**src/hw/rtl/kspm_pkg.sv**
```systemverilog
// ----------------------------------------------------------------------------
// kspm_pkg
// Shared constants, codes and types for the key sequence prefix matcher.
// ----------------------------------------------------------------------------
package kspm_pkg;

    localparam int NUM_ENTRIES = 16;
    localparam int MAX_KEYS    = 4;
    localparam int TOOL_BITS   = 10;
    localparam int KEY_W       = 32;

    localparam int ENTRY_AW = (NUM_ENTRIES > 1) ? $clog2(NUM_ENTRIES) : 1;
    localparam int ENTRY_CW = $clog2(NUM_ENTRIES + 1);
    localparam int POS_AW   = (MAX_KEYS > 1) ? $clog2(MAX_KEYS) : 1;
    localparam int CNT_W    = $clog2(MAX_KEYS + 1);

    localparam logic [KEY_W-1:0] KEY_ESCAPE     = 32'h0000_FF1B;
    localparam logic [KEY_W-1:0] KEY_CTRL_LEFT  = 32'h0000_FFE3;
    localparam logic [KEY_W-1:0] KEY_SHIFT_LEFT = 32'h0000_FFE1;

    typedef enum logic [1:0] {
        ACT_PRESS = 2'd0,
        ACT_KEY   = 2'd1,
        ACT_ENTRY = 2'd2,
        ACT_NOP   = 2'd3
    } action_t;

    typedef enum logic [2:0] {
        ST_WRITTEN  = 3'd0,
        ST_ESCAPE   = 3'd1,
        ST_MODIFIER = 3'd2,
        ST_PENDING  = 3'd3,
        ST_MATCHED  = 3'd4,
        ST_UNKNOWN  = 3'd5
    } status_t;

    typedef enum logic [1:0] {
        S_IDLE,
        S_SCAN,
        S_EMIT
    } state_t;

    typedef logic [MAX_KEYS-1:0][KEY_W-1:0] key_vec_t;

    typedef struct packed {
        key_vec_t               keys;
        logic [TOOL_BITS-1:0]   tool;
    } table_row_t;

    typedef struct packed {
        logic                   key_en;
        logic                   entry_en;
        logic [ENTRY_AW-1:0]    addr;
        logic [POS_AW-1:0]      pos;
        logic [KEY_W-1:0]       key;
        logic [CNT_W-1:0]       len;
        logic [TOOL_BITS-1:0]   tool;
    } table_wr_t;

    typedef struct packed {
        logic agree;
        logic exact;
    } cmp_res_t;

endpackage

```
**src/hw/rtl/key_sequence_prefix_matcher.sv**
```systemverilog
// ----------------------------------------------------------------------------
// key_sequence_prefix_matcher
// Table writes, escape, modifiers and full-buffer keys go straight to emit; a
// scanned key press reads rows in order, each compare overlaps the next read,
// until an exact match or the last entry, then emits. Emit loads the output
// register once out_free. One transaction at a time; the next is taken the
// cycle after the result loads. Reset clears held count, table lengths.
// ----------------------------------------------------------------------------
module key_sequence_prefix_matcher (
    input  logic                clk,
    input  logic                rst_n,
    input  logic                in_valid,
    output logic                in_stall,
    input  logic [1:0]          action,
    input  logic [31:0]         key,
    input  logic [3:0]          entry_index,
    input  logic [1:0]          key_position,
    input  logic [2:0]          entry_length,
    input  logic [9:0]          tool,
    output logic                out_valid,
    input  logic                out_stall,
    output logic [2:0]          status,
    output logic [9:0]          tool_out,
    output logic [2:0]          keys_held
);

    kspm_pkg::state_t                   state_reg, state_next;
    kspm_pkg::key_vec_t                 held_keys_reg, held_keys_next;
    logic [kspm_pkg::CNT_W-1:0]         held_cnt_reg, held_cnt_next;
    logic [kspm_pkg::ENTRY_CW-1:0]      issue_cnt_reg, issue_cnt_next;
    logic [kspm_pkg::ENTRY_CW-1:0]      eval_idx_reg, eval_idx_next;
    logic                               eval_vld_reg, eval_vld_next;
    logic                               pending_reg, pending_next;
    kspm_pkg::status_t                  res_status_reg, res_status_next;
    logic [kspm_pkg::TOOL_BITS-1:0]     res_tool_reg, res_tool_next;
    logic                               out_valid_reg, out_valid_next;
    kspm_pkg::status_t                  out_status_reg, out_status_next;
    logic [kspm_pkg::TOOL_BITS-1:0]     out_tool_reg, out_tool_next;
    logic [kspm_pkg::CNT_W-1:0]         out_held_reg, out_held_next;

    kspm_pkg::table_wr_t                tbl_wr;
    logic                               rd_en;
    logic [kspm_pkg::ENTRY_AW-1:0]      rd_addr;
    kspm_pkg::table_row_t               rd_row;
    logic [kspm_pkg::CNT_W-1:0]         rd_len;
    kspm_pkg::cmp_res_t                 cmp;

    logic                               accept;
    logic                               is_press;
    logic                               is_escape;
    logic                               is_modifier;
    logic                               is_full;
    logic                               out_free;
    logic                               last_entry;
    logic                               idx_ok;
    logic                               pos_ok;

    assign accept      = in_valid && !in_stall;
    assign in_stall    = (state_reg != kspm_pkg::S_IDLE);
    assign is_press    = (action == kspm_pkg::ACT_PRESS);
    assign is_escape   = (key == kspm_pkg::KEY_ESCAPE);
    assign is_modifier = (key == kspm_pkg::KEY_CTRL_LEFT) ||
                         (key == kspm_pkg::KEY_SHIFT_LEFT);
    assign is_full     = (32'(held_cnt_reg) >= kspm_pkg::MAX_KEYS);
    assign out_free    = !out_valid_reg || !out_stall;
    assign last_entry  = (eval_idx_reg == kspm_pkg::ENTRY_CW'(kspm_pkg::NUM_ENTRIES - 1));
    assign idx_ok      = (32'(entry_index) < kspm_pkg::NUM_ENTRIES);
    assign pos_ok      = (32'(key_position) < kspm_pkg::MAX_KEYS);

    // table writes happen only on accept in idle; scans never overlap them
    always_comb
    begin
        tbl_wr.key_en   = accept && (action == kspm_pkg::ACT_KEY) && idx_ok && pos_ok;
        tbl_wr.entry_en = accept && (action == kspm_pkg::ACT_ENTRY) && idx_ok;
        tbl_wr.addr     = kspm_pkg::ENTRY_AW'(entry_index);
        tbl_wr.pos      = kspm_pkg::POS_AW'(key_position);
        tbl_wr.key      = key;
        tbl_wr.len      = (32'(entry_length) > kspm_pkg::MAX_KEYS) ?
                          kspm_pkg::CNT_W'(kspm_pkg::MAX_KEYS) :
                          kspm_pkg::CNT_W'(entry_length);
        tbl_wr.tool     = kspm_pkg::TOOL_BITS'(tool);
    end

    assign rd_en   = (state_reg == kspm_pkg::S_SCAN) &&
                     (32'(issue_cnt_reg) < kspm_pkg::NUM_ENTRIES);
    assign rd_addr = kspm_pkg::ENTRY_AW'(issue_cnt_reg);

    kspm_table u_table (
        .clk     (clk),
        .rst_n   (rst_n),
        .wr      (tbl_wr),
        .rd_en   (rd_en),
        .rd_addr (rd_addr),
        .rd_row  (rd_row),
        .rd_len  (rd_len)
    );

    kspm_cmp u_cmp (
        .row_keys  (rd_row.keys),
        .row_len   (rd_len),
        .held_keys (held_keys_reg),
        .held_cnt  (held_cnt_reg),
        .res       (cmp)
    );

    // next state
    always_comb
    begin
        state_next = state_reg;
        case (state_reg)
            kspm_pkg::S_IDLE:
            begin
                if (accept)
                begin
                    if (is_press && !is_escape && !is_modifier && !is_full)
                    begin
                        state_next = kspm_pkg::S_SCAN;
                    end
                    else
                    begin
                        state_next = kspm_pkg::S_EMIT;
                    end
                end
            end
            kspm_pkg::S_SCAN:
            begin
                if (eval_vld_reg && (cmp.exact || last_entry))
                begin
                    state_next = kspm_pkg::S_EMIT;
                end
            end
            kspm_pkg::S_EMIT:
            begin
                if (out_free)
                begin
                    state_next = kspm_pkg::S_IDLE;
                end
            end
            default:
            begin
                state_next = kspm_pkg::S_IDLE;
            end
        endcase
    end

    // datapath and outputs
    always_comb
    begin
        held_keys_next  = held_keys_reg;
        held_cnt_next   = held_cnt_reg;
        issue_cnt_next  = issue_cnt_reg;
        eval_idx_next   = eval_idx_reg;
        eval_vld_next   = 1'b0;
        pending_next    = pending_reg;
        res_status_next = res_status_reg;
        res_tool_next   = res_tool_reg;
        out_valid_next  = out_valid_reg && out_stall;
        out_status_next = out_status_reg;
        out_tool_next   = out_tool_reg;
        out_held_next   = out_held_reg;

        case (state_reg)
            kspm_pkg::S_IDLE:
            begin
                if (accept)
                begin
                    res_status_next = kspm_pkg::ST_WRITTEN;
                    res_tool_next   = '0;
                    if (is_press)
                    begin
                        if (is_escape)
                        begin
                            held_cnt_next   = '0;
                            res_status_next = kspm_pkg::ST_ESCAPE;
                        end
                        else if (is_modifier)
                        begin
                            res_status_next = kspm_pkg::ST_MODIFIER;
                        end
                        else if (is_full)
                        begin
                            held_cnt_next   = '0;
                            res_status_next = kspm_pkg::ST_UNKNOWN;
                        end
                        else
                        begin
                            held_keys_next[held_cnt_reg[kspm_pkg::POS_AW-1:0]] = key;
                            held_cnt_next  = held_cnt_reg + 1'b1;
                            issue_cnt_next = '0;
                            pending_next   = 1'b0;
                        end
                    end
                end
            end
            kspm_pkg::S_SCAN:
            begin
                // read of entry N overlaps compare of entry N-1
                if (rd_en)
                begin
                    issue_cnt_next = issue_cnt_reg + 1'b1;
                    eval_vld_next  = 1'b1;
                    eval_idx_next  = issue_cnt_reg;
                end
                if (eval_vld_reg)
                begin
                    if (cmp.exact)
                    begin
                        eval_vld_next   = 1'b0;
                        held_cnt_next   = '0;
                        res_status_next = kspm_pkg::ST_MATCHED;
                        res_tool_next   = rd_row.tool;
                    end
                    else
                    begin
                        if (cmp.agree)
                        begin
                            pending_next = 1'b1;
                        end
                        if (last_entry)
                        begin
                            eval_vld_next = 1'b0;
                            if (pending_reg || cmp.agree)
                            begin
                                res_status_next = kspm_pkg::ST_PENDING;
                            end
                            else
                            begin
                                held_cnt_next   = '0;
                                res_status_next = kspm_pkg::ST_UNKNOWN;
                            end
                        end
                    end
                end
            end
            kspm_pkg::S_EMIT:
            begin
                if (out_free)
                begin
                    out_valid_next  = 1'b1;
                    out_status_next = res_status_reg;
                    out_tool_next   = res_tool_reg;
                    out_held_next   = held_cnt_reg;
                end
            end
            default:
            begin
            end
        endcase
    end

    always_ff @(posedge clk or negedge rst_n)
    begin
        if (!rst_n)
        begin
            state_reg     <= kspm_pkg::S_IDLE;
            held_cnt_reg  <= '0;
            eval_vld_reg  <= 1'b0;
            out_valid_reg <= 1'b0;
        end
        else
        begin
            state_reg     <= state_next;
            held_cnt_reg  <= held_cnt_next;
            eval_vld_reg  <= eval_vld_next;
            out_valid_reg <= out_valid_next;
        end
    end

    always_ff @(posedge clk)
    begin
        held_keys_reg  <= held_keys_next;
        issue_cnt_reg  <= issue_cnt_next;
        eval_idx_reg   <= eval_idx_next;
        pending_reg    <= pending_next;
        res_status_reg <= res_status_next;
        res_tool_reg   <= res_tool_next;
        out_status_reg <= out_status_next;
        out_tool_reg   <= out_tool_next;
        out_held_reg   <= out_held_next;
    end

    assign out_valid = out_valid_reg;
    assign status    = out_status_reg;
    assign tool_out  = 10'(out_tool_reg);
    assign keys_held = 3'(out_held_reg);

endmodule

```
**src/hw/rtl/kspm_table.sv**
```systemverilog
// ----------------------------------------------------------------------------
// kspm_table
// Sequence table: one row per entry (keys and tool) in a synchronous memory,
// entry lengths in reset flops. One row read per cycle, data registered.
// ----------------------------------------------------------------------------
module kspm_table (
    input  logic                                clk,
    input  logic                                rst_n,
    input  kspm_pkg::table_wr_t                 wr,
    input  logic                                rd_en,
    input  logic [kspm_pkg::ENTRY_AW-1:0]       rd_addr,
    output kspm_pkg::table_row_t                rd_row,
    output logic [kspm_pkg::CNT_W-1:0]          rd_len
);

    kspm_pkg::table_row_t               mem [kspm_pkg::NUM_ENTRIES];
    logic [kspm_pkg::CNT_W-1:0]         len_reg [kspm_pkg::NUM_ENTRIES];
    kspm_pkg::table_row_t               rd_row_reg;
    logic [kspm_pkg::CNT_W-1:0]         rd_len_reg;

    always_ff @(posedge clk)
    begin
        if (wr.key_en)
        begin
            mem[wr.addr].keys[wr.pos] <= wr.key;
        end
        if (wr.entry_en)
        begin
            mem[wr.addr].tool <= wr.tool;
        end
        if (rd_en)
        begin
            rd_row_reg <= mem[rd_addr];
            rd_len_reg <= len_reg[rd_addr];
        end
    end

    // length zero marks an unused entry, so lengths are cleared at reset
    always_ff @(posedge clk or negedge rst_n)
    begin
        if (!rst_n)
        begin
            for (int i = 0; i < kspm_pkg::NUM_ENTRIES; i++)
            begin
                len_reg[i] <= '0;
            end
        end
        else if (wr.entry_en)
        begin
            len_reg[wr.addr] <= wr.len;
        end
    end

    assign rd_row = rd_row_reg;
    assign rd_len = rd_len_reg;

endmodule

```
**src/hw/rtl/kspm_cmp.sv**
```systemverilog
// ----------------------------------------------------------------------------
// kspm_cmp
// Compares one table row against the held keys over the shorter length.
// ----------------------------------------------------------------------------
module kspm_cmp (
    input  kspm_pkg::key_vec_t                  row_keys,
    input  logic [kspm_pkg::CNT_W-1:0]          row_len,
    input  kspm_pkg::key_vec_t                  held_keys,
    input  logic [kspm_pkg::CNT_W-1:0]          held_cnt,
    output kspm_pkg::cmp_res_t                  res
);

    logic [kspm_pkg::MAX_KEYS-1:0] lane_ok;
    logic                          used;

    always_comb
    begin
        for (int i = 0; i < kspm_pkg::MAX_KEYS; i++)
        begin
            // lanes beyond either length do not take part
            lane_ok[i] = (row_keys[i] == held_keys[i]) ||
                         (32'(row_len) <= i) || (32'(held_cnt) <= i);
        end
    end

    assign used      = (row_len != '0);
    assign res.agree = used && (&lane_ok);
    assign res.exact = used && (&lane_ok) && (row_len == held_cnt);

endmodule
```
**config.mk**
```make
export PLATFORM = sky130hd
export DESIGN_NAME = key_sequence_prefix_matcher
export DESIGN_NICKNAME = d
export VERILOG_FILES = /design/src/hw/rtl/kspm_pkg.sv /design/src/hw/rtl/key_sequence_prefix_matcher.sv /design/src/hw/rtl/kspm_table.sv /design/src/hw/rtl/kspm_cmp.sv
export SDC_FILE = /design/constraint.sdc
export NUM_CORES = 2
export LEC_CHECK = 0
export BUFFER_PORTS_ARGS = -buffer_cell sky130_fd_sc_hd__buf_4
export CAP_MARGIN = 20
export CORE_MARGIN = 4
export CORE_UTILIZATION = 45
export CTS_CLUSTER_DIAMETER = 30
export DETAILED_ROUTE_END_ITERATION = 8
export HOLD_SLACK_MARGIN = 0.12
export SYNTH_ARGS = -nofsm -noshare
export SYNTH_HDL_FRONTEND = slang
export SYNTH_SLANG_ARGS = --single-unit
```
**constraint.sdc**
```tcl
create_clock -name clk -period 7.5 [get_ports clk]
set_input_delay 0.75 -clock clk [delete_from_list [all_inputs] [get_ports clk]]
set_output_delay 0.75 -clock clk [all_outputs]
set_load 0.005 [all_outputs]
```
==> results.cfg <==
[clock_tree]
postCtsSetupRepairBufs = 0
cts_tree = yes
clockBufferDepth = 4
cts_buffers = 480
cts_sinks = 2572
cts_htree_levels = 5
cts_hold_buf = 17
cts_root_buf = clkbuf_16
clock_insertion_delay_worst_skew_ps = 990
cts.reportedPaths.clkPinSlew_ps = 50
ctsResizeCount = 0

[route]
drt_wl_total_um = 235000
dr.pass1.iters = 5
drtAntennaViolNets = 0
viasPerCell = 5.78
route.detailed.drc = 0
drt_iter0_drc = 5171
wl_per_cell_um = 30.3
vias = 44700

[yosys]
yosysMostFrequentCell = edfxtp_1
ys_warn_count = 0
ys_seq_elements = 2572
synthCells = 3986
syn-mean-instance-area_sq_um = 24.4
synth-edff-count = 2517
syn_area_sq_um = 97300
yosysSeqAreaShare_pct = 79.1
synth_top_cell_area_share_pct = 77.7
synthTopCellsByArea = edfxtp_1 (78%), mux4_2 (16%), dfrtp_1 (1.4%)
synth_common_cells = edfxtp_1 (2517), mux4_2 (705), xnor2_1 (130)
synth_largest_area_cell = edfxtp_1
synth_nets = 4049
yosysUniqueCellTypes = 60
synthFlopType = edfxtp_1
synth-async-reset-ratio_pct = 2.14

[die]
io_pins = 75
start_util_pct = 45.3
rows = 170
die_w_um = 473
die_h_um = 473
die-area_sq_um = 224000
core_sq_um = 215000

[power]
p_leak_nw = 37.6
pwr_density_cell_nw_per_um2 = 345
p_seq_share_pct = 40.3
p_sw_mw = 8.95
p_clk_share_pct = 51.3
swShare_pct = 22.0
vdd_drop_max_v = 0.000311
combPwrFrac_pct = 8.4
p_int_mw = 31.8

[global_routing]
antenna_found_initial = 29
first_global_vias = 46800
grt_max_degree = 125
overflow = 0
grt_use_total_pct = 21.1
grt_first_pass_wirelength_um = 337000

[timing]
fin_worst_skew_ps = 77.3
fin_crit_ps = 3700
timing.fmax_mhz = 270
finalCritPeriodShare_pct = 49.3
setup_tns_ps = 0
setup_viol = 0
rsz0062_at_grt = false
slew_violations = 0
worst_pin_slew_ps = 1130
hold_viol = 0
max_slew_margin_pct = 24.7

[final_layout]
finish.net_count = 4557
largest_reg_flops = 2208
fin_cells = 7729
utilization_pct = 54.8
drive_gt1_share_pct = 35.3
area_growth_pct = 21.1

[flow_run]
cap_violations = 0

[setup_path]
worstSetupPathType = input port to flop
required_ps = 8050
endpoint_kind = flop
worstPathArrival_ps = 4250
critPathLaunchType = input port
path_max_fanout = 69

[place]
hpwl_um = 113000
port_buffers = 74
gp_congestion = 0.782
placedCellCount = 6832

[run_status]
status = complete, no violations

[hold_path]
worstHoldPathType = input port to flop
## critical path: stages
cell and delay (ps):
buf_4 670, nor4_1 300, nand3_1 460, nor4_4 90
a211o_1 320, nor3b_2 730, and2_2 860
## power by group through the flow
stage               Sequential [mW]  Combinational [mW]  Clock, mW
floorplan                      16.6                2.41          0
global placement               16.7                3.43          0
detailed placement             16.7                3.46          0
CTS                            16.4                3.49       21.1
global route                   16.4                3.65       21.9
finish                         16.4                3.42       20.9
## cell families (layout without fill, tap and decap cells)
logic type | count (synthesis) | in the layout | synth area share, %
flip-flops | 2572 | 2572 | 79.1
multiplexers | 708 | 708 | 16.4
AND/OR/NAND/NOR | 288 | 288 | 1.47
buffers and inverters | 212 | 1107 | 1.31
XOR/XNOR | 134 | 134 | 1.21
AO/OA/AOI/OAI | 66 | 66 | 0.446
adder cells (fa/ha/maj) | 6 | 6 | 0.0772
other | 0 | 10 | 0
## cell type report
cell class,count,area [sq um]
antenna,10,25.0
clock buffer,554,12400
clock inverter,315,3440
fill,15900,97000
inverter,23,86.3
multi-input combinational,1202,19500
sequential,2572,77000
tap,2838,3550
timing repair buffer,215,1820
## worst paths after layout
check	from	end	slack, ps	cells past startpoint
max	key[18]	held_keys_reg[96]	3800	7
min	key[28]	held_keys_reg[60]	190	1
min reg2reg	res_tool_reg[2]	tool_out[2]	410	0
min in group asynchronous	rst_n	u_table.len_reg[47]	440	2
max reg2reg	held_keys_reg[29]	res_status_reg[0]	4090	8
max in group asynchronous	rst_n	u_table.len_reg[6]	6510	2
## per-layer routing
metal	GRT usage (%)	wire, um	vias to the layer above
met5	0	7	-
met4	6.37	5890	2
met3	4.30	18300	429
met2	33.4	114000	1866
met1	29.8	96500	24200
li1	-	-	18200
## stage by stage
stage               setup slack, ps  power, mW  instance area, sq um  hold WS, ps
detailed placement             2810       20.1                102000          405
CTS                            3800       41.1                118000          125
finish                         3800       40.7                118000          186
global placement               2070       20.1                102000          405
floorplan                      51.7       19.0                 97300          400
global route                   3750       42.0                118000          154
## cell usage in the layout, fill, tap and decap left out, types with 36 or more instances in the layout
master / netlist / routed
clkinv_1: 4 / 89
clkbuf_16: 0 / 483
mux4_2: 705 / 705
nor2_4: 0 / 65
edfxtp_1: 2517 / 2517
clkbuf_1: 99 / 67
nand2_1: 88 / 88
clkinv_2: 0 / 77
xnor2_1: 130 / 130
dfrtp_1: 55 / 55
clkinvlp_4: 0 / 36
bufinv_16: 0 / 64
buf_4: 0 / 183
Power figures use the tool's default switching activity.
